$ cat src/rtl/chte_ram.sv
// Generic single-port RAM with registered read.
// No dependencies.
module chte_ram #(
	parameter int unsigned Width = 8,
	parameter int unsigned Depth = 16
) (
	input  logic                     clk,
	input  logic                     we,
	input  logic [$clog2(Depth)-1:0] addr,
	input  logic [Width-1:0]         wdata,
	output logic [Width-1:0]         rdata
);
	logic [Width-1:0] mem_q [Depth];

	always_ff @(posedge clk) begin
		if (we) begin
			mem_q[addr] <= wdata;
		end
		rdata <= mem_q[addr];
	end
endmodule

$ cat config.mk
export PLATFORM = sky130hd
export DESIGN_NAME = chte_ram
export DESIGN_NICKNAME = d
export VERILOG_FILES = /design/src/rtl/chte_ram.sv
export SDC_FILE = /design/constraint.sdc
export NUM_CORES = 1
export LEC_CHECK = 0
export BUFFER_PORTS_ARGS = -buffer_cell sky130_fd_sc_hd__buf_2
export CAP_MARGIN = 20
export CORE_MARGIN = 1.5
export CORE_UTILIZATION = 45
export CTS_BUF_LIST = sky130_fd_sc_hd__clkbuf_16
export DETAILED_ROUTE_END_ITERATION = 10
export GPL_TIMING_DRIVEN = 0
export HOLD_SLACK_MARGIN = 0.05
export PLACE_DENSITY_LB_ADDON = 0.12
export SYNTH_ARGS = -nofsm -noshare
export SYNTH_HDL_FRONTEND = slang
export SYNTH_SLANG_ARGS = --single-unit
$ cat constraint.sdc
create_clock -name clk -period 2.6 [get_ports clk]
set_input_delay 0.52 -clock clk [delete_from_list [all_inputs] [get_ports clk]]
set_output_delay 0.52 -clock clk [all_outputs]
set_load 0.05 [all_outputs]
==> impl_metrics.toml <==
[final_layout]
nets = 286
layout_common_cells = "128 x edfxtp_1, 32 x mux4_2, 21 x buf_2"
drive_above_1_share_pct = 29.8
multiInputGateArea_sq_mm = 0.00100
design_area_sq_mm = 0.00591
seqCellArea_sq_mm = 0.00400
antenna_cells = 0
stdcell_count = 425
final_common_cell = "edfxtp_1"
fillers = 859
syn2layout_area_growth_pct = 16.7

[setup_path]
r2r_end = "rdata[3]"
path_depth = 4
crit_chain = "buf_2 > buf_1 > nand2_1 > nor2_1"
crit_family = "simple AND/OR/NAND/NOR gates"
r2r_start = "mem_q[3][3]"
cpPeakStageDelay_ps = 700
critPathSlowestCell = "nor2_1"
critPathBufInv = 2
reg2regPathDepth = 3
cp_max_fo = 10
end_kind = "flip-flop"
arrival_ps = 2200
crit_required_ps = 2640
path_class = "primary input to flip-flop"
worst_setup_path_start_kind = "primary input"
regToRegSetupSlack_ps = 1210

[timing]
fin_setup_tns_ps = 0
timing.final.crit_share_pct = 83.3
rsz0062_at_grt = "false"
tightest_slew_ps = 844
finalMaxSlewViolations = 0
hold_viol_final = 0
max_clock_freq_mhz = 462
setup_violations = 0
period_needed_ps = 2170
slew-limit-headroom_pct = 43.5
clock_skew_ps = 7.30
whs_ps = 506

[global_route]
antenna_found_initial = 0
grt_start_max_net_pins = 17
grt_overflow = 0
grt_pass1_wl_mm = 14.9
first_global_vias = 2443
grt_use_total_pct = 18.7

[clock_tree]
cts-root-buf = "clkbuf_16"
clkTransAtPathRegs_ps = 50
numCtsBuffers = 17
clk_latency_ps = 420
cts_tree = "done"
cts_hold_buf = 0
clock-sinks = 136
htreeDepth = 4
cts_resized = 0
post_cts_buffers = 0
clock_path_buffers = 2

[logic_synthesis]
ys_ff_latch = 136
synth-edff-count = 128
synthSimpleGateAreaFrac_pct = 3.21
muxShareOfSynthArea_pct = 14.2
syn_inst = 230
synthArstFlopShare_pct = 0
yosys.area.top_type = "edfxtp_1"
synth_xor_area_share_pct = 0
netlist.area_leader.share_pct = 75.9
netlist-cell-type-count = 18
synthAdderAreaFrac_pct = 0
synth_compound_area_share_pct = 2.37
ys_seq_area_share_pct = 79.0
syn-cell-area_sq_mm = 0.00507
ys.warnings.count = 0
syn_area_per_cell_sq_um = 22.0
netlist_top_cells_area = "edfxtp_1 76%, mux4_2 14%, dfxtp_1 3.2%"
syn-num-nets = 244
synth_top_family_by_area = "multiplexers"
synth_flop_cell = "edfxtp_1"

[run]
drv_cap = 0

[outcome]
outcome = "finished clean"

[pwr]
leakage_uw = 0.00194
vdd_ir_drop_max_uv = 379
finalPower_uw = 4940
pwr_density_cell_mw_per_mm2 = 835

[placement]
place.detailed.hpwl_mm = 6.22
dp.cells = 393
post_dp_cell_area_sq_mm = 0.00537
gp_congestion = 0.740
io_buffers = 19

[die]
start_util_pct = 46.5
die_y_microns = 109
io_pins = 22
die_w_microns = 109
fp.coreArea_sq_mm = 0.0109
die_area_sq_mm = 0.0119
fp-row-count = 38

[hold_path]
whs_path_depth = 1
worstHoldEndpoint = "mem_q[9][0]"
hp-class = "primary input to flip-flop"
min-delay-start = "wdata[0]"

[routing]
viasPerCell = 5.45
finalWirelength_mm = 9.76
wl_per_cell_microns = 23.0
drc = 0
route.vias.total = 2317
ant_nets = 0
first_iter_violations = 142
drt-pass1-iter-count = 5
cell usage after synthesis (2+ instances only):
master and number:
edfxtp_1 128, mux4_2 32, a22oi_1 16, nor2_1 13, nand2_1 9, dfxtp_1 8, buf_1 4, nor3_1 4
buf_2 2, buf_6 2, clkbuf_1 2, nand2b_1 2, nand3b_1 2, nor2b_1 2
cell type report:
type	count	area share, %
tap	140	2.96
buffer	11	1.02
multi-input combinational	83	17.0
sequential	136	67.7
clock inverter	15	2.03
clock buffer	17	7.19
timing repair buffer	23	2.12
state kept, by name (all words and copies together) (netlist names):
name   flops
rdata      8
mem_q    128
report_power, final:
part | switching [uW] | internal [uW] | leakage (uW)
sequential | 11.3 | 2450 | 0.00122
clock | 823 | 1370 | 0.000274
combinational | 187 | 94.0 | 0.000439
cell families (layout without fill, tap and decap cells):
logic type	after synthesis	after routing
compound gates	16	16
buf+inv	11	66
simple gates	35	35
flops	136	136
mux	32	32
worst max path at each step:
stage,startpoint,to,slack (ps)
global route,addr[1],mem_q[2][5],300
detailed placement,addr[1],mem_q[7][2],8
finish,addr[1],mem_q[11][4],430
global placement,addr[2],mem_q[0][4],-40
floorplan,addr[2],mem_q[0][0],590
CTS,addr[1],mem_q[7][4],460
layer usage:
metal  part of all wire, %  global-route usage, %  vias to the layer above
li1                      -                      -                     1047
met1                    44                   26.3                     1194
met2                    48                   27.7                       66
met3                   6.5                   4.84                       10
met4                   1.3                   8.18                        0
met5                     0                      0                        -
worst register-to-register path, stage by stage (launching register included):
cell	delay [ps]
edfxtp_1	370
mux4_2	480
a22oi_1	320
nand2_1	110
metrics by stage:
stage | setup slack [ps] | util [%]
2_1_floorplan | 587 | -
3_3_place_gp | -43.9 | 49.0
3_5_place_dp | 7.66 | 49.3
4_1_cts | 456 | 54.3
5_1_grt | 295 | 54.3
6_report | 435 | 54.3
(Power assumes the default switching activity.)
